--- src/crl_pkg.sv ---
`default_nettype none
package crl_pkg;
    localparam int TableEntries = 256;
    localparam int IdxW = $clog2(TableEntries);
    localparam int CntW = IdxW + 1;
    localparam logic [31:0] EmptyColor = 32'hFFFF_FFFF;

    typedef enum logic [1:0] {
        MODE_CLEAR  = 2'd0,
        MODE_INSERT = 2'd1,
        MODE_STEP   = 2'd2,
        MODE_SMOOTH = 2'd3
    } t_mode;

    typedef enum logic [1:0] {
        ST_OK    = 2'd0,
        ST_EMPTY = 2'd1,
        ST_FULL  = 2'd2,
        ST_DUP   = 2'd3
    } t_status;

    typedef enum logic [3:0] {
        S_IDLE,
        S_DECIDE,
        S_SRCH_RD,
        S_SRCH_CMP,
        S_PAIR_RD,
        S_PAIR_LAT,
        S_RESOLVE,
        S_SHIFT_RD,
        S_SHIFT_WR,
        S_INS_WR,
        S_DIV_GO,
        S_DIV_WAIT,
        S_OUT
    } t_state;

    typedef struct packed {
        logic        start;
        logic [7:0]  a;
        logic [7:0]  b;
        logic [32:0] num;
        logic [32:0] den;
    } t_div_req;
endpackage
`default_nettype wire

--- src/crl_blend.sv ---
`default_nettype none
module crl_blend (
    input  wire logic              i_clk,
    input  wire logic              i_rst_n,
    input  wire crl_pkg::t_div_req i_req,
    output logic                   o_done,
    output logic [7:0]             o_byte
);
    // restoring divide of diff*num by den, one quotient bit a cycle
    logic [40:0] r_dvd;
    logic [32:0] r_den;
    logic [40:0] r_quo;
    logic [33:0] r_rem;
    logic [5:0]  r_cnt;
    logic        r_busy;
    logic [7:0]  r_a;
    logic        r_up;
    logic [7:0]  r_diff;
    logic [1:0]  r_ph;
    logic [33:0] n_rem_sh;
    logic [33:0] n_rem_sub;
    logic [7:0]  n_q8;

    always_comb begin
        n_rem_sh  = {r_rem[32:0], r_dvd[40]};
        n_rem_sub = n_rem_sh - {1'b0, r_den};
        n_q8      = r_quo[7:0];
    end

    always_ff @(posedge i_clk) begin
        if (!i_rst_n) begin
            r_busy <= 1'b0;
            r_ph   <= 2'd0;
            o_done <= 1'b0;
        end else begin
            o_done <= 1'b0;
            if (i_req.start) begin
                r_busy <= 1'b1;
                r_ph   <= 2'd1;
                r_a    <= i_req.a;
                r_up   <= (i_req.b >= i_req.a);
                r_diff <= (i_req.b >= i_req.a) ? i_req.b - i_req.a : i_req.a - i_req.b;
                r_den  <= i_req.den;
                r_dvd  <= {8'd0, i_req.num};
            end else if (r_busy && r_ph == 2'd1) begin
                r_dvd <= 41'(r_dvd[32:0] * r_diff);
                r_rem <= '0;
                r_quo <= '0;
                r_cnt <= 6'd41;
                r_ph  <= 2'd2;
            end else if (r_busy && r_ph == 2'd2) begin
                r_dvd <= {r_dvd[39:0], 1'b0};
                if (!n_rem_sub[33]) begin
                    r_rem <= n_rem_sub;
                    r_quo <= {r_quo[39:0], 1'b1};
                end else begin
                    r_rem <= n_rem_sh;
                    r_quo <= {r_quo[39:0], 1'b0};
                end
                r_cnt <= r_cnt - 6'd1;
                if (r_cnt == 6'd1) r_ph <= 2'd3;
            end else if (r_busy && r_ph == 2'd3) begin
                r_busy <= 1'b0;
                r_ph   <= 2'd0;
                o_done <= 1'b1;
                o_byte <= r_up ? r_a + n_q8 : r_a - n_q8;
            end
        end
    end
endmodule
`default_nettype wire

--- config.mk ---
export PLATFORM = sky130hd
export DESIGN_NAME = crl_blend
export DESIGN_NICKNAME = d
export VERILOG_FILES = /design/src/crl_pkg.sv /design/src/crl_blend.sv
export SDC_FILE = /design/constraint.sdc
export NUM_CORES = 1
export LEC_CHECK = 0
export BUFFER_PORTS_ARGS = -buffer_cell sky130_fd_sc_hd__clkbuf_2
export CAP_MARGIN = 15
export CELL_PAD_IN_SITES_DETAIL_PLACEMENT = 0
export CELL_PAD_IN_SITES_GLOBAL_PLACEMENT = 1
export CORE_MARGIN = 1
export CORE_UTILIZATION = 50
export CTS_CLUSTER_DIAMETER = 50
export DETAILED_ROUTE_END_ITERATION = 10
export PLACE_DENSITY = 0.82
export SYNTH_ARGS = -nofsm -noshare
export SYNTH_HDL_FRONTEND = slang
export SYNTH_SLANG_ARGS = --single-unit
--- constraint.sdc ---
create_clock -name i_clk -period 6.65 [get_ports i_clk]
set_input_delay 1.33 -clock i_clk [delete_from_list [all_inputs] [get_ports i_clk]]
set_output_delay 1.33 -clock i_clk [all_outputs]
set_load 0.005 [all_outputs]
# [Yosys cells after proc, flatten, opt, wreduce, memory -nomap -nowiden]
# Index checks and enable logic that the tools add are counted.
[totals] elab_cells=71 register_bits=150 output_inout_bits=9 in_bits=85
[op_classes] mul=1 muxes=20 magnitude_cmp=1 n_reduce_logical=17 bitwise=4 eq_ne=8 add_sub_neg=6
[ops] operator="$mux W33" n=3
[ops] operator="$mux W41" n=2
[ops] operator="$mul A33 B8 Y41" n=1
[ops] operator="$sub A34 B33 Y34" n=1
[ops] operator="$mux W8" n=3
[ops] operator="$sub A8 B8 Y8" n=3
[ops] operator="$add A8 B8 Y8" n=1
[ops] operator="$ge A8 B8 Y1" n=1
[ops] operator="$mux W2" n=4
[ops] operator="$reduce_and A2 Y1" n=4
[ops] operator="$mux W1" n=7
[ops] operator="$eq A6 B1 Y1 const B" n=1
[ops] operator="$mux W6" n=1
[ops] operator="$reduce_and A3 Y1" n=2
[ops] operator="$reduce_bool A3 Y1" n=2
[ops] operator="$sub A6 B1 Y6 const B" n=1
[ops] operator="$reduce_and A5 Y1" n=1
[ops] operator="$eq A2 B2 Y1 const B" n=2
[ops] operator="$ne A2 B2 Y1 const B" n=2
[ops] operator="$ne A4 B3 Y1 const B" n=1
[ops] operator="$not A1 Y1" n=4
[ops] operator="$reduce_bool A2 Y1" n=2
[ops] operator="$reduce_bool A4 Y1" n=1
[ops] operator="$reduce_or A4 Y1" n=1
[ops] operator="other kinds (4)" n=6

# [Longest topological paths before layout]
# Gate-level depths: netlist of run 1.
[logic_depth] ltp_word=6 ltp_mapped=22 mapped_depth_nobuf=20

# [Least setup slack after synthesis of run 1]
# Ideal clock, no wire load.
[synth_timing] path_kind="reg2reg" start="register r_diff[2]" end="register r_dvd[40], data pin" setup_slack_ns=1.221 period_less_slack_ns=5.429 required_ns=6.498 setup_time_ns=0.152 stages_incl_launch_ff=20 arrival_ns=5.278 path_buffers=1 cell_sequence="edfxtp_1 clkbuf_1 and2_1 fa_1 fa_1 fa_1 inv_1 fa_1 inv_1 ha_1 nand2_2 or3_1 a211o_2 a21oi_4 a21o_4 a31oi_4 o21ai_4 a41oi_2 or4_1 a31oi_1"
[synth_between] elab_chain_cells=2
[synth_rtl] element="start, declared" line_no="crl_blend.sv:18" source="logic [7:0] r_diff;"
[synth_rtl] element="start signal, assigned" line_no="crl_blend.sv:42" source="r_diff <= (i_req.b >= i_req.a) ? i_req.b - i_req.a : i_req.a - i_req.b;"
[synth_rtl] element="$mul A33 B8 Y41" line_no="crl_blend.sv:46" source="r_dvd <= 41'(r_dvd[32:0] * r_diff);"
[synth_rtl] element="$mux W41" line_no="crl_blend.sv:45" source="end else if (r_busy && r_ph == 2'd1) begin"
[synth_rtl] element="end signal, assigned" line_no="crl_blend.sv:44" source="r_dvd <= {8'd0, i_req.num};"
[synth_rtl] element="end signal, assigned" line_no="crl_blend.sv:46"
[synth_rtl] element="end signal, assigned" line_no="crl_blend.sv:52" source="r_dvd <= {r_dvd[39:0], 1'b0};"
[synth_rtl] element="end, declared" line_no="crl_blend.sv:10" source="logic [40:0] r_dvd;"
# No other way between the ends.
# A chain may end at the register's enable or synchronous reset.

# [Worst setup path in the final report of run 1]
[layout_timing] start="register r_diff[2]" end="register r_dvd[39], data pin"
# The elaborated chain is that of the path after synthesis.

==> results of run 1 <==
## layer usage
metal | wire length (um) | GRT usage
met5 | 0 | 0
met4 | 875 | 0.0653
met3 | 1910 | 0.0419
met2 | 19100 | 0.388
met1 | 18500 | 0.334
## placed cells by master, fill, tap and decap left out, types with 5 or more instances in the layout
cell / n
inv_1: 232
and2_1: 210
fa_1: 190
edfxtp_1: 146
nand2_1: 144
ha_1: 119
a21oi_1: 95
nor2_1: 93
clkbuf_2: 93
o21ai_0: 65
a21o_1: 50
xnor2_1: 47
xor2_1: 37
mux2i_1: 37
buf_4: 21
a31oi_1: 19
nor2b_1: 18
nand3_1: 17
clkbuf_16: 17
nor3_1: 12
o21bai_1: 10
mux2_2: 9
and3_1: 8
o21a_1: 8
nand2b_1: 8
nand4_1: 7
clkinv_4: 7
o31ai_1: 6
a211oi_1: 6
a311oi_1: 5
nand3b_1: 5
## cell families after synthesis
kind of cell             count (synthesis)  share of synthesized area
AND/OR/NAND/NOR                        551                      0.168
adder cells (fa/ha/maj)                309                      0.311
AO/OA/AOI/OAI                          305                      0.116
buffers and inverters                  300                     0.0726
flip-flops                             150                      0.262
XOR/XNOR                                84                     0.0432
multiplexers                            46                     0.0277
## area by class of cell
cell class | count | area share
Multi-Input combinational cell | 1295 | 0.615
Clock buffer | 18 | 0.0238
Inverter | 232 | 0.0472
Clock inverter | 14 | 0.00644
Tap cell | 448 | 0.0304
Sequential cell | 150 | 0.242
Timing Repair Buffer | 115 | 0.0352
## power by group
group | switching [mW] | internal (mW) | leakage [nW] | total [mW]
logic | 3.59 | 2.66 | 6.91 | 6.26
registers | 0.0954 | 1.12 | 1.39 | 1.22
clock network | 0.456 | 0.497 | 0.275 | 0.952
## synthesized netlist by cell type (all sizes together), types with 2 or more instances
cell type,count
nand3,18
o2111ai,2
nor2b,20
nand2b,8
a31o,4
o21bai,10
dfxtp,4
buf,15
a221oi,4
nand3b,5
nor2,94
ha,119
o21a,8
mux2,9
xor2,37
a211o,2
and2,212
xnor2,47
a211oi,6
nand4b,2
o21ai,68
a31oi,20
mux2i,37
o211ai,4
inv,232
nor3,12
o31ai,6
or3,4
fa,190
nand2,145
a21o,52
a221o,3
clkbuf,52
a21oi,96
o31a,4
edfxtp,146
nor3b,4
and4,4
a2111o,2
nand4,7
a311oi,5
and3,11
## per-stage QoR
| stage | cell area, um2 | cells | util | hold slack, ps | power, mW |
|---|---|---|---|---|---|
| after floorplan | 17000 | 1745 | - | 496 | 6.14 |
| after global placement | 17900 | 2238 | 0.533 | 512 | 7.36 |
| final | 18500 | 2272 | 0.551 | 544 | 8.43 |
| after detailed placement | 17900 | 2238 | 0.533 | 519 | 7.40 |
| after global routing | 18500 | 2272 | 0.551 | 546 | 9.28 |
| after CTS | 18400 | 2270 | 0.549 | 535 | 8.42 |
## worst max-delay path, cell delays in order (launching register included)
cell	delay [ps]
edfxtp_1	580
buf_4	240
and2_1	150
fa_1	500
fa_1	510
fa_1	510
inv_1	60
fa_1	480
inv_1	40
ha_1	340
a21oi_1	270
and3_1	190
nand3_1	150
a311oi_1	680
o21ai_2	260
a31oi_1	250
a21oi_1	170
a311oi_1	350
xor2_1	180
o21ai_0	90
## final timing paths
| check | startpoint | to | slack, ps | depth (start not counted) |
|---|---|---|---|---|
| setup reg to reg | r_diff[2] | r_dvd[39] | 370 | 19 |
| setup / recovery | r_diff[2] | r_dvd[39] | 370 | 19 |
| hold / removal | r_dvd[38] | r_dvd[39] | 540 | 2 |
| hold reg to reg | r_dvd[38] | r_dvd[39] | 540 | 2 |
## sequential cells by signal, indices dropped and copies added (netlist names), 2 cells and up
| register | flops |
|---|---|
| r_a | 8 |
| r_den | 33 |
| r_rem | 33 |
| r_diff | 8 |
| r_quo | 8 |
| o_byte | 8 |
| r_ph | 2 |
| r_dvd | 41 |
| r_cnt | 6 |
## what timing repair did
item / in CTS / in global routing
setup endpoints to repair: 0 / 2
setup buffers: 0 / 1
gates resized for setup: 0 / 1
==> results.yml, run 1 <==
worst_setup_path:
  worstPathMaxFanout: 12
  arrival_ps: 6470
  crit_type: "flop to flop"
  required_ps: 6840
  startpoint_type: "flop"
  end_kind: "flop"
timing:
  slew_headroom: 0.475
  finalCritPeriodShare: 0.944
  worst_clock_skew_ps: 14.6
  rsz0062_at_grt: "no"
  final_hold_viol_count: 0
  finalWorstPathRequiredPeriod_ps: 6280
  setup_violations: 0
  worst_slack_ps: 370
  finalSetupTns_ps: 0
  fmax_ghz: 0.159
  drv_slew: 0
  max_slew.worst_pin.slew_ps: 783
clocking:
  cts.sinks: 150
  clkTransAtPathRegs_ps: 70
  tritoncts: "done"
  clockRootBuffer: "clkbuf_16"
  cts_buffers: 17
  ctsHoldBuffers: 0
  cts_max_level: 4
  clk_latency_ps: 450
  clk_path_buf_depth: 2
synthesis:
  syn_area_per_cell_um2: 9.76
  synthCells: 1745
  synth_top_cell_by_area: "edfxtp_1"
  synth_ff_type: "edfxtp_1"
  yosysWarnings: 0
  synth.distinct_cells: 76
  syn_area_mm2: 0.0170
  netlist_top_cells_area: "edfxtp_1 26%, fa_1 22%, ha_1 8.7%, and2_1 7.8%, inv_1 5.1%"
  netlist.area_leader.share: 0.258
  synth_edf_count: 146
  async_flop_share: 0
  seq_area_frac_synth: 0.262
  yosys_register_bits: 150
  synth_nets: 2139
floorplan:
  dieArea_mm2: 0.0348
  die_y_um: 187
  num_rows: 67
  pin_count: 94
  core_mm2: 0.0335
  start_util: 0.508
  fp.dieW_um: 187
final_layout:
  n_antenna_cell: 0
  regArea_mm2: 0.00446
  multi_input_area_mm2: 0.0114
  n_fill_cell: 3004
  area_growth_pct: 8.44
  drive_gt1_frac: 0.102
  fin_nets: 2205
run:
  drv_cap: 0
placement:
  place_ws_ps: 234
  portBuffers: 93
  gp_congestion: 0.855
  dp_hpwl_um: 30800
global_route:
  antenna_found_initial: 0
  grt.total_usage: 0.240
  grt_first_pass_wirelength_um: 66100
  gr-total-overflow: 0
  grt_max_degree: 40
  grt_pass1_vias: 12683
status:
  status: "completed"
pwr:
  p_per_area_mw_per_mm2: 457
  p_leak_nw: 8.58
  ir_drop_mv: 0.366
route:
  wl_per_cell_um: 17.8
  wl_um: 40400
  vias: 12440
  ant_nets: 0
  drt-initial-drc-count: 613
  drc: 0
  firstDrtPassIters: 5
  avgViaCountPerCell: 5.48
hold_path:
  hp-class: "flop to flop"
(Power assumes the default switching activity.)
==> run 2, diff against run 1 <==
==> constraint.sdc (replaced) <==
create_clock -name i_clk -period 6.4 [get_ports i_clk]
set_input_delay 1.28 -clock i_clk [delete_from_list [all_inputs] [get_ports i_clk]]
set_output_delay 1.28 -clock i_clk [all_outputs]
set_load 0.005 [all_outputs]
==> run 2 against run 1 <==
  * Sequential power is essentially flat
  * Count of clock-buffer cells in the layout decreased by 1
  * Final cell count is 0.18% higher
  * Critical endpoint is now r_dvd[38]
  * Largest cell class unchanged
==> results.yml, run 2 (synthesis gave the netlist of run 1 again) <==
pwr:
  ir_drop_mv: 0.305
  total_power_mw: 8.82
  p_leak_nw: 8.62
  p_per_area_mw_per_mm2: 476
global_route:
  grt.total_usage: 0.236
  gr-total-overflow: 0
  grt_pass1_vias: 12934
  antenna_found_initial: 0
  grt_max_degree: 44
  grt_first_pass_wirelength_um: 65900
worst_setup_path:
  crit_cells: 19
  startpoint_type: "flop"
  path_buf_inv: 3
  rr_worst_depth: 19
  r2r_setup_slack_ps: 280
  crit_start: "r_diff[2]"
  crit_type: "flop to flop"
  required_ps: 6600
  arrival_ps: 6320
  worstPathMaxFanout: 27
  end_kind: "flop"
  rr_startpoint: "r_diff[2]"
  cp_slowest_cell: "a2111oi_0"
  cp_top_family: "compound AO/OA/AOI/OAI gates"
  cp_cell_sequence: "buf_12, and2_1, fa_1, fa_1, inv_1, fa_1, fa_1, inv_1, ha_1, a21o_2, a2111oi_0, a211o_2, a21oi_4, a21o_4, a31oi_4, o21ai_4, a221oi_1, xor2_1, o21ai_0"
  critPathMaxStageDelay_ps: 820
  crit_top_cell: "fa_1"
timing:
  drv_slew: 0
  final_hold_viol_count: 0
  finalSetupTns_ps: 0
  setup_violations: 0
  slew_headroom: 0.379
  fmax_ghz: 0.163
  finalCritPeriodShare: 0.956
  rsz0062_at_grt: "no"
  max_slew.worst_pin.slew_ps: 908
  finalWorstPathRequiredPeriod_ps: 6120
  worst_clock_skew_ps: 17.0
final_layout:
  largest_register: "r_dvd"
  final_area_mm2: 0.0185
  area_growth_pct: 8.93
  n_antenna_cell: 0
  largest_register_ffs: 41
  drive_gt1_frac: 0.103
  top_regs: "r_dvd: 41 flops, r_den: 33 flops, r_rem: 33 flops"
  final_cell_mix: "232 x inv_1, 210 x and2_1, 190 x fa_1"
  fin_nets: 2209
  final_common_cell: "inv_1"
route:
  wl_um: 39400
  wl_met1_um: 18500
  wl_per_cell_um: 17.3
  top_layer: "met4"
  ant_nets: 0
  avgViaCountPerCell: 5.45
  wl_met3_um: 1450
  met2_length_um: 18700
  drt-initial-drc-count: 684
  firstDrtPassIters: 5
  vias: 12409
  drc: 0
floorplan:
  start_util: 0.508
  die_y_um: 187
  num_rows: 67
  core_mm2: 0.0335
  fp.dieW_um: 187
  dieArea_mm2: 0.0348
  pin_count: 94
placement:
  placed_area_mm2: 0.0179
  portBuffers: 93
  gp_congestion: 0.857
  dp_hpwl_um: 30700
hold_path:
  hp-class: "flop to flop"
  whs_path_depth: 2
  hp-start: "r_dvd[37]"
clocking:
  cts.sinks: 150
  ctsResizeCount: 0
  clk_latency_ps: 450
  cts_setup_buffers: 0
  ctsHoldBuffers: 0
  clkTransAtPathRegs_ps: 80
  tritoncts: "done"
  clockRootBuffer: "clkbuf_16"
  clk_path_buf_depth: 2
  cts_buffers: 17
  cts_max_level: 4
run:
  drv_cap: 0
status:
  status: "completed"
run 2: cell types whose count changed in the layout (fill, tap and decap cells not counted), sizes merged:
cell,before,now
bufinv,0,2
clkbuf,111,110
inv,236,239
buf,22,26
clkinv,9,5
run 2: area by class of cell:
| class | instances | area, um2 |
|---|---|---|
| multi-input cells | 1295 | 11400 |
| flip-flops and latches | 150 | 4460 |
| well taps | 448 | 561 |
| inverters | 232 | 871 |
| fillers | 3015 | 15000 |
| clock inverters | 15 | 185 |
| clock buffers | 17 | 425 |
| repair buffers | 119 | 686 |
run 2: path summary, 6_finish.rpt:
path,endpoint
worst max-delay path,r_dvd[38]
worst min-delay path,r_dvd[38]
worst max register to register,r_dvd[38]
worst min register to register,r_dvd[38]
run 2: worst reg2reg max path: stages, from the launching register on:
cell       delay (ps)
edfxtp_1          450
buf_12            190
and2_1            170
fa_1              460
fa_1              510
inv_1              60
fa_1              500
fa_1              490
inv_1              50
ha_1              340
a21o_2            220
a2111oi_0         820
a211o_2           300
a21oi_4            90
a21o_4            260
a31oi_4           240
o21ai_4           110
a221oi_1          340
xor2_1            190
o21ai_0            80
run 2: metal layers:
layer,vias up,track usage
met3,48,0.0256
met4,0,0.0656
met2,278,0.394
li1,5921,-
met1,6162,0.326
met5,-,0
run 2: where the power goes:
part / total (mW) / switching [mW] / internal, mW
logic: 6.48 / 3.70 / 2.78
registers: 1.25 / 0.0846 / 1.17
clock network: 1.08 / 0.493 / 0.592
run 2: stage by stage:
stage	utilization	setup slack [ps]	cells	hold slack, ps
4_1_cts	0.552	333	2275	543
3_3_place_gp	0.534	443	2243	515
3_5_place_dp	0.534	332	2243	522
5_1_grt	0.553	88.5	2276	556
6_report	0.553	283	2276	552
2_1_floorplan	-	971	1745	496
==> run 3, diff against run 2 <==
--- a/config.mk
+++ b/config.mk
@@ -9,10 +9,12 @@
 export CAP_MARGIN = 15
 export CELL_PAD_IN_SITES_DETAIL_PLACEMENT = 0
 export CELL_PAD_IN_SITES_GLOBAL_PLACEMENT = 1
+export CORE_ASPECT_RATIO = 1.75
 export CORE_MARGIN = 1
 export CORE_UTILIZATION = 50
 export CTS_CLUSTER_DIAMETER = 50
 export DETAILED_ROUTE_END_ITERATION = 10
+export MAX_ROUTING_LAYER = met4
 export PLACE_DENSITY = 0.82
 export SYNTH_ARGS = -nofsm -noshare
 export SYNTH_HDL_FRONTEND = slang
==> run 3 against run 2 <==
  * Clock power is 4% lower
  * Largest power group unchanged
  * Non-clock buffer count is 4 higher
  * Maximum frequency is 2.0% higher
  * Register-to-register slack better by 120 ps
  * Final area hardly changed
  * Worst setup slack better by 120 ps
  * Total power is 1.4% higher
  * Die area hardly changed
  * First-iteration DRC count is 30% lower
  * Final cell count is 0.66% higher
==> results.yml, run 3 (synthesis gave the netlist of run 1 again) <==
global_route:
  grt_max_degree: 73
  grt_pass1_vias: 13702
  gr-total-overflow: 0
  grt_first_pass_wirelength_um: 68600
  grt.total_usage: 0.265
  antenna_found_initial: 3
final_layout:
  fin_cells: 2291
  n_fill_cell: 3066
  fin_nets: 2213
  area_growth_pct: 9.03
  final_cell_mix: "232 x inv_1, 210 x and2_1, 190 x fa_1"
  final_common_cell: "inv_1"
  largest_register_ffs: 41
  drive_gt1_frac: 0.104
  largest_register: "r_dvd"
  top_regs: "r_dvd: 41 flops, r_den: 33 flops, r_rem: 33 flops"
worst_setup_path:
  end_kind: "flop"
  rr_worst_depth: 20
  startpoint_type: "flop"
  required_ps: 6700
  arrival_ps: 6300
  worstPathMaxFanout: 18
  crit_type: "flop to flop"
timing:
  finalCritPeriodShare: 0.937
  slew_headroom: 0.466
  fmax_ghz: 0.167
  worst_clock_skew_ps: 13.6
  finalWorstPathRequiredPeriod_ps: 6000
  rsz0062_at_grt: "no"
  finalSetupTns_ps: 0
  drv_slew: 0
  setup_violations: 0
  max_slew.worst_pin.slew_ps: 798
  final_hold_viol_count: 0
route:
  vias: 12495
  ant_nets: 0
  wl_per_cell_um: 18.2
  drt-initial-drc-count: 477
  drc: 0
  avgViaCountPerCell: 5.45
  wl_um: 41600
  firstDrtPassIters: 5
pwr:
  p_seq_frac: 0.139
  p_per_area_mw_per_mm2: 482
  p_leak_nw: 8.63
  sw_frac_of_total: 0.484
  ir_drop_mv: 0.422
  p_clk_frac: 0.116
  netSwitchingPower_mw: 4.33
  internal-power_mw: 4.61
  combPwrFrac: 0.744
clocking:
  cts.sinks: 150
  cts_buffers: 17
  ctsResizeCount: 0
  clk_latency_ps: 450
  clockRootBuffer: "clkbuf_16"
  clk_path_buf_depth: 2
  cts_max_level: 4
  cts_setup_buffers: 0
  tritoncts: "done"
  ctsHoldBuffers: 0
  clkTransAtPathRegs_ps: 70
hold_path:
  hp-class: "flop to flop"
  whs_path_depth: 2
floorplan:
  die_y_um: 246
  dieArea_mm2: 0.0348
  core_mm2: 0.0336
  num_rows: 89
  start_util: 0.506
  fp.dieW_um: 141
  pin_count: 94
placement:
  portBuffers: 93
  placed_cells: 2255
  gp_congestion: 0.905
  dp_hpwl_um: 32500
run:
  drv_cap: 0
status:
  status: "completed"
[run 3: cell count changes in the layout (fill, tap and decap cells not counted), sizes merged]
| cell | before | now |
|---|---|---|
| inv | 239 | 236 |
| diode | 0 | 4 |
| clkbuf | 110 | 111 |
| clkinv | 5 | 8 |
| buf | 26 | 30 |
| clkinvlp | 1 | 0 |
[run 3: area by class of cell]
type | count | area (um2) | share of cell area
well taps | 455 | 569 | 0.0307
multi-input cells | 1295 | 11400 | 0.612
flip-flops and latches | 150 | 4460 | 0.241
repair buffers | 123 | 716 | 0.0386
inverters | 232 | 871 | 0.0469
clock buffers | 18 | 429 | 0.0231
diodes | 4 | 10.0 | 0.000539
clock inverters | 14 | 149 | 0.00802
[run 3: power by group through the flow]
stage	clock, mW	combinational [mW]	sequential, mW
6_report	1.04	6.66	1.25
5_1_grt	1.09	7.50	1.25
4_1_cts	1.06	6.68	1.25
3_5_place_dp	0	6.59	1.27
3_3_place_gp	0	6.61	1.27
2_1_floorplan	0	5.16	1.22
[run 3: path summary, 6_finish.rpt]
check	endpoint	slack, ps	from
max	r_dvd[37]	400	r_diff[5]
min	r_dvd[39]	550	r_dvd[38]
max reg2reg	r_dvd[37]	400	r_diff[5]
min reg2reg	r_dvd[39]	550	r_dvd[38]
[run 3: metrics by stage]
stage	cell area [um2]	util	setup WS (ps)	power, mW	hold slack [ps]
floorplan	17000	-	971	6.38	496
global placement	18000	0.534	491	7.87	505
detailed placement	18000	0.534	414	7.86	536
CTS	18600	0.552	406	8.99	554
global route	18600	0.552	59.0	9.84	582
finish	18600	0.552	404	8.95	547
[run 3: per-layer routing]
layer	GRT usage	wire length, um
met1	0.273	15300
met5	-	0
met2	0.488	22800
met3	0.0321	1430
met4	0.140	2110
[run 3: worst max-delay path: stages, from the launching register on]
cell	delay (ps)
edfxtp_1	620
and2_1	270
fa_1	590
fa_1	460
fa_1	500
inv_1	50
fa_1	480
inv_1	40
ha_1	350
o21ai_0	160
a21oi_1	200
a2bb2oi_1	340
a311oi_1	150
buf_4	180
o21ai_1	110
buf_4	160
nand4b_1	90
a31oi_1	220
a21oi_1	120
or4b_2	620
a31oi_1	140
